==> config.mk <==
export PLATFORM = sky130hd
export DESIGN_NAME = prp_sincos
export DESIGN_NICKNAME = d
export VERILOG_FILES = /design/src/prp_pkg.sv /design/src/prp_sincos.sv
export SDC_FILE = /design/constraint.sdc
export NUM_CORES = 1
export LEC_CHECK = 0
export BUFFER_PORTS_ARGS = -buffer_cell sky130_fd_sc_hd__buf_4
export CORE_UTILIZATION = 35
export CTS_CLUSTER_SIZE = 12
export DETAILED_ROUTE_END_ITERATION = 10
export GPL_TIMING_DRIVEN = 0
export HOLD_SLACK_MARGIN = 0.08
export PLACE_DENSITY = 0.55
export SETUP_SLACK_MARGIN = 0.02
export SYNTH_ARGS = -nofsm -noshare
export SYNTH_HDL_FRONTEND = slang
export SYNTH_SLANG_ARGS = --single-unit
==> constraint.sdc <==
create_clock -name clk -period 14.8 [get_ports clk]
set_input_delay 2.22 -clock clk [delete_from_list [all_inputs] [get_ports clk]]
set_output_delay 2.22 -clock clk [all_outputs]
set_load 0.02 [all_outputs]
==> src/prp_pkg.sv <==
`timescale 1ns / 1ps

package prp_pkg;

  localparam int IN_W   = 48;
  localparam int OUT_W  = 32;
  localparam int USER_W = 1;
  localparam int CFG_W  = 32;
  localparam int ADDR_W = 3;

  typedef enum logic [2:0] {
    REG_ZOOM    = 3'd0,
    REG_HSCALE  = 3'd1,
    REG_ANGLE_X = 3'd2,
    REG_ANGLE_Y = 3'd3,
    REG_ANGLE_Z = 3'd4,
    REG_MODE    = 3'd5,
    REG_EYE     = 3'd6,
    REG_OFFSET  = 3'd7
  } reg_idx_t;

  localparam logic [1:0] MODE_ISO   = 2'd0;
  localparam logic [1:0] MODE_ORTHO = 2'd1;
  localparam logic [1:0] MODE_PERSP = 2'd2;
  localparam logic [1:0] MODE_PAR   = 2'd3;

  localparam logic [15:0] ZOOM_RST   = 16'd5120;
  localparam logic [15:0] HSCALE_RST = 16'd256;

  localparam logic signed [34:0] CORDIC_GAIN  = 35'sd652032874;
  localparam logic [3:0]         CORDIC_LAST  = 4'd14;
  localparam logic signed [15:0] COS30_Q15    = 16'sd28378;
  localparam logic signed [41:0] COORD_LIM    = 42'sd274877906943;
  localparam logic signed [24:0] EYE_DEFAULT  = 25'sd256;

  // pipeline layout
  localparam int DIV_BITS  = 25;
  localparam int DIV_FIRST = 12;
  localparam int NSTG      = DIV_FIRST + DIV_BITS + 1;
  localparam int FINAL     = NSTG - 1;

  typedef logic signed [15:0] trig_val_t;

  typedef struct packed {
    trig_val_t sx;
    trig_val_t cx;
    trig_val_t sy;
    trig_val_t cy;
    trig_val_t sz;
    trig_val_t cz;
  } trig_t;

  function automatic logic [13:0] atan_step(input logic [3:0] i);
    logic [13:0] v;
    case (i)
      4'd0:    v = 14'd8192;
      4'd1:    v = 14'd4836;
      4'd2:    v = 14'd2555;
      4'd3:    v = 14'd1297;
      4'd4:    v = 14'd651;
      4'd5:    v = 14'd326;
      4'd6:    v = 14'd163;
      4'd7:    v = 14'd81;
      4'd8:    v = 14'd41;
      4'd9:    v = 14'd20;
      4'd10:   v = 14'd10;
      4'd11:   v = 14'd5;
      4'd12:   v = 14'd3;
      4'd13:   v = 14'd1;
      4'd14:   v = 14'd1;
      default: v = 14'd0;
    endcase
    return v;
  endfunction

endpackage

==> src/prp_sincos.sv <==
`timescale 1ns / 1ps

module prp_sincos (
  input  logic           clk,
  input  logic           rst,
  input  logic           start,
  input  logic [15:0]    angle_x,
  input  logic [15:0]    angle_y,
  input  logic [15:0]    angle_z,
  output logic           busy,
  output prp_pkg::trig_t trig
);
  import prp_pkg::*;

  typedef enum logic [1:0] {T_IDLE, T_LOAD, T_ITER, T_STORE} tstate_t;

  tstate_t            st;
  logic [1:0]         idx;
  logic [3:0]         iter;
  logic signed [34:0] x;
  logic signed [34:0] y;
  logic signed [17:0] r;
  logic               flip;

  logic [15:0]        ang;
  logic signed [17:0] a_s;
  logic signed [17:0] r_init;
  logic               flip_init;
  logic signed [34:0] xs;
  logic signed [34:0] ys;
  logic signed [17:0] at;
  logic signed [35:0] xr;
  logic signed [35:0] yr;
  logic signed [35:0] xsh;
  logic signed [35:0] ysh;
  trig_val_t          cval;
  trig_val_t          sval;

  always_comb begin
    case (idx)
      2'd0:    ang = angle_x;
      2'd1:    ang = angle_y;
      default: ang = angle_z;
    endcase
    a_s = signed'({2'b00, ang});
    if (ang >= 16'd16384 && ang < 16'd49152) begin
      r_init    = a_s - 18'sd32768;
      flip_init = 1'b1;
    end else if (ang >= 16'd49152) begin
      r_init    = a_s - 18'sd65536;
      flip_init = 1'b0;
    end else begin
      r_init    = a_s;
      flip_init = 1'b0;
    end
    xs  = x >>> iter;
    ys  = y >>> iter;
    at  = signed'({4'b0000, atan_step(iter)});
    xr  = 36'(x) + 36'sd16384;
    yr  = 36'(y) + 36'sd16384;
    xsh = xr >>> 15;
    ysh = yr >>> 15;
    if (xsh > 36'sd32767) cval = 16'sd32767;
    else if (xsh < -36'sd32767) cval = -16'sd32767;
    else cval = xsh[15:0];
    if (ysh > 36'sd32767) sval = 16'sd32767;
    else if (ysh < -36'sd32767) sval = -16'sd32767;
    else sval = ysh[15:0];
    if (flip) begin
      cval = -cval;
      sval = -sval;
    end
  end

  assign busy = (st != T_IDLE);

  always_ff @(posedge clk) begin
    if (rst || start) begin
      st  <= T_LOAD;
      idx <= 2'd0;
    end else begin
      case (st)
        T_LOAD: begin
          x    <= CORDIC_GAIN;
          y    <= '0;
          r    <= r_init;
          flip <= flip_init;
          iter <= 4'd0;
          st   <= T_ITER;
        end
        T_ITER: begin
          if (r >= 0) begin
            x <= x - ys;
            y <= y + xs;
            r <= r - at;
          end else begin
            x <= x + ys;
            y <= y - xs;
            r <= r + at;
          end
          iter <= iter + 4'd1;
          if (iter == CORDIC_LAST) st <= T_STORE;
        end
        T_STORE: begin
          case (idx)
            2'd0: begin
              trig.cx <= cval;
              trig.sx <= sval;
            end
            2'd1: begin
              trig.cy <= cval;
              trig.sy <= sval;
            end
            default: begin
              trig.cz <= cval;
              trig.sz <= sval;
            end
          endcase
          if (idx == 2'd2) begin
            st <= T_IDLE;
          end else begin
            idx <= idx + 2'd1;
            st  <= T_LOAD;
          end
        end
        default: st <= T_IDLE;
      endcase
    end
  end

endmodule

==> impl_metrics.env <==
export IMPL_dp_hpwl_mm=50.3
export IMPL_synth_area_um2=19300
export IMPL_drtIter0Drc=1635
export IMPL_insertion_delay_ns=0.56
export IMPL_status="completed"
export IMPL_synth_nets=2227
export IMPL_cts_buffers=26
export IMPL_syn2layout_area_growth_pct=15.0
export IMPL_io_pins=148
export IMPL_place_ws_ns=6.88
export IMPL_dieArea_um2=56000
export IMPL_final_cell_mix="nand2_1, edfxtp_1, nor2_1"
export IMPL_start_kind="flop"
export IMPL_slowest_delay_ns=1.02
export IMPL_layout_commonest_cell="nand2_1"
export IMPL_crit_fanout=10
export IMPL_grt_usage=0.226
export IMPL_grt_pass1_vias=16500
export IMPL_min_period_ns=8.16
export IMPL_min_period_over_period=0.551
export IMPL_reg2regPathDepth=23
export IMPL_die_height_um=237
export IMPL_netlist_instances=2065
export IMPL_cts_root_buffer="clkbuf_16"
export IMPL_powerDensity_nw_per_um2=91.1
export IMPL_placed_area_um2=21300
export IMPL_drive_gt1_frac=0.156
export IMPL_cts_sinks=207
export IMPL_rows=85
export IMPL_worstPathArrival_ns=8.47
export IMPL_timing_critical_path_to_type="flop"
export IMPL_fin_ws_ns=6.64
export IMPL_critical_path_cell_count=23
export IMPL_antenna_left=0
export IMPL_cts_resized=0
export IMPL_timing_final_hold_violations=0
export IMPL_finalSetupTns_ns=0
export IMPL_drt_total_wl_mm=65.5
export IMPL_antenna_found_initial=0
export IMPL_htreeDepth=1
export IMPL_syn_area_per_cell_um2=9.33
export IMPL_diodes=0
export IMPL_cp_top_family="compound AO/OA/AOI/OAI gates"
export IMPL_cp_num_buf_inv=4
export IMPL_rsz0062_at_grt="no"
export IMPL_routabilityCongestion=0.973
export IMPL_fin_skew_ns=0.0220
export IMPL_clock_fmax_mhz=123
export IMPL_die_w_um=237
export IMPL_layout_nets=2403
export IMPL_finalPower_w=0.00202
export IMPL_p_leak_nw=8.35
export IMPL_io_buffers=147
export IMPL_path_cells="buf_2 > buf_1 > clkbuf_1 > mux4_2 > mux2i_1 > mux2i_1 > inv_1 > ha_1 > nor4b_1 > o211ai_1 > or4b_1 > nor2_1 > a21oi_1 > xor2_1 > ha_1 > and3_1 > nand4_1 > a2111oi_0 > nor4b_1 > o31ai_1 > o21ai_0 > xnor2_1 > and2_1"
export IMPL_cts_tree="built"
export IMPL_grt_first_pass_wirelength_mm=98.5
export IMPL_ys_types=84
export IMPL_cap_violations=0
export IMPL_core_area_um2=54100
export IMPL_grt_max_degree=54
export IMPL_post_drt_wl_per_cell_um=22.2
export IMPL_cts_buffer_depth=3
export IMPL_initial_core_util=0.356
export IMPL_grt_ovfl_total=0
export IMPL_synthArstFlopShare=0
export IMPL_post_route_util=0.410
export IMPL_min_path_cells=2
export IMPL_path_clk_slew_ns=0.07
export IMPL_path_class="reg2reg"
export IMPL_synth_edf_count=189
export IMPL_seq_area_frac_synth=0.313
export IMPL_setup_violations_final=0
export IMPL_worst_pin_slew_ns=1.25
export IMPL_synth_top_area_share=0.294
export IMPL_hold_class="reg2reg"
export IMPL_nFillCells=5303
export IMPL_holdBufCountCts=0
export IMPL_cpMaxStageDelayCell="a2111oi_0"
export IMPL_drtPass1Iterations=8
export IMPL_synth_largest_area_cell="edfxtp_1"
export IMPL_slew_headroom=0.145
export IMPL_synth_area_leaders="edfxtp_1, mux4_2, ha_1, xnor2_1, nand2_1"
export IMPL_cts_setup_buffers=0
export IMPL_synth_main_ff_cell="edfxtp_1"
export IMPL_peakVddDrop_v=0.0000799
export IMPL_ys_ff_latch=207
export IMPL_ys_warn_count=0
export IMPL_via_count=17400
export IMPL_drc=0
export IMPL_cp_required_ns=15.12
export IMPL_viasPerCell=5.89
export IMPL_fin_area_um2=22200
export IMPL_drv_slew=0
flip-flops by register name, indices dropped and copies added (netlist names):
register  cells
st            2
idx           2
flip          1
x            35
iter          4
trig         96
r            18
y            35
at           14
worst reg2reg max path: cells and delay by family, from the launching register on:
| kind | cells | cell delay (ns) |
|---|---|---|
| mux | 3 | 0.77 |
| xor+xnor | 2 | 0.37 |
| flops | 1 | 0.46 |
| buf+inv | 4 | 1.68 |
| compound gates | 5 | 2.06 |
| fa+ha+maj | 2 | 0.59 |
| simple gates | 7 | 1.98 |
kinds of logic (layout without fill, tap and decap cells):
group / after synthesis / after routing / share of synthesized area
AOI/OAI and AO/OA: 538 / 538 / 0.180
xor gates and xnor gates: 189 / 189 / 0.0859
adders and majority gates: 111 / 111 / 0.0732
buffers and inverters: 180 / 372 / 0.0380
DFF: 207 / 207 / 0.313
muxes: 165 / 165 / 0.138
and+or+nand+nor: 675 / 675 / 0.172
power by group:
part	total [W]	leakage, nW	switching [W]	internal, W
registers	0.000685	1.84	0.0000210	0.000664
clock network	0.000664	0.436	0.000264	0.000399
logic	0.000671	6.08	0.000394	0.000277
total	0.00202	8.35	0.000679	0.00134
path summary, 6_finish.rpt:
| kind | startpoint | end | slack [ns] |
|---|---|---|---|
| worst min register to register | idx[0]$_SDFFE_PP0P_ | idx[0]$_SDFFE_PP0P_ | 0.59 |
| worst max register to register | iter[3]$_DFFE_PP_ | x[34]$_SDFFCE_PN0P_ | 6.64 |
| worst max-delay path | iter[3]$_DFFE_PP_ | x[34]$_SDFFCE_PN0P_ | 6.64 |
| worst min-delay path | idx[0]$_SDFFE_PP0P_ | idx[0]$_SDFFE_PP0P_ | 0.59 |
metrics by stage:
stage / cells / hold WS, ns
6_report: 2953 / 0.591
5_1_grt: 2953 / 0.639
4_1_cts: 2953 / 0.595
3_5_place_dp: 2909 / 0.576
3_3_place_gp: 2908 / 0.545
2_1_floorplan: 2065 / 0.528
cells in the mapped netlist (18+ instances only):
master,n
nand2_1,198
edfxtp_1,189
nor2_1,153
a21oi_1,132
o21ai_0,130
ha_1,108
xnor2_1,105
clkbuf_1,94
xor2_1,84
mux4_2,77
nand3_1,62
inv_1,58
and2_1,56
a21o_1,50
mux2i_1,46
mux2_2,42
nor3_1,40
a211oi_1,29
nand2b_1,29
a31oi_1,25
nand4_1,25
and3_1,23
dfxtp_1,18
area by class of cell:
cell class,instances,area (um^2),share of cell area
clock buffers,33,762,0.0344
flip-flops and latches,207,6040,0.272
multi-input cells,1678,12500,0.564
well taps,696,871,0.0393
inverters,59,224,0.0101
clock inverters,11,125,0.00564
repair buffers,148,1130,0.0510
plain buffers,121,512,0.0231
per-layer routing:
metal	vias to the layer above	global-route usage	wire length (um)
li1	8105	-	-
met1	8435	0.307	28700
met2	731	0.363	29800
met3	126	0.0407	4950
met4	0	0.0738	2120
met5	-	0	0
Power figures use the tool's default switching activity.
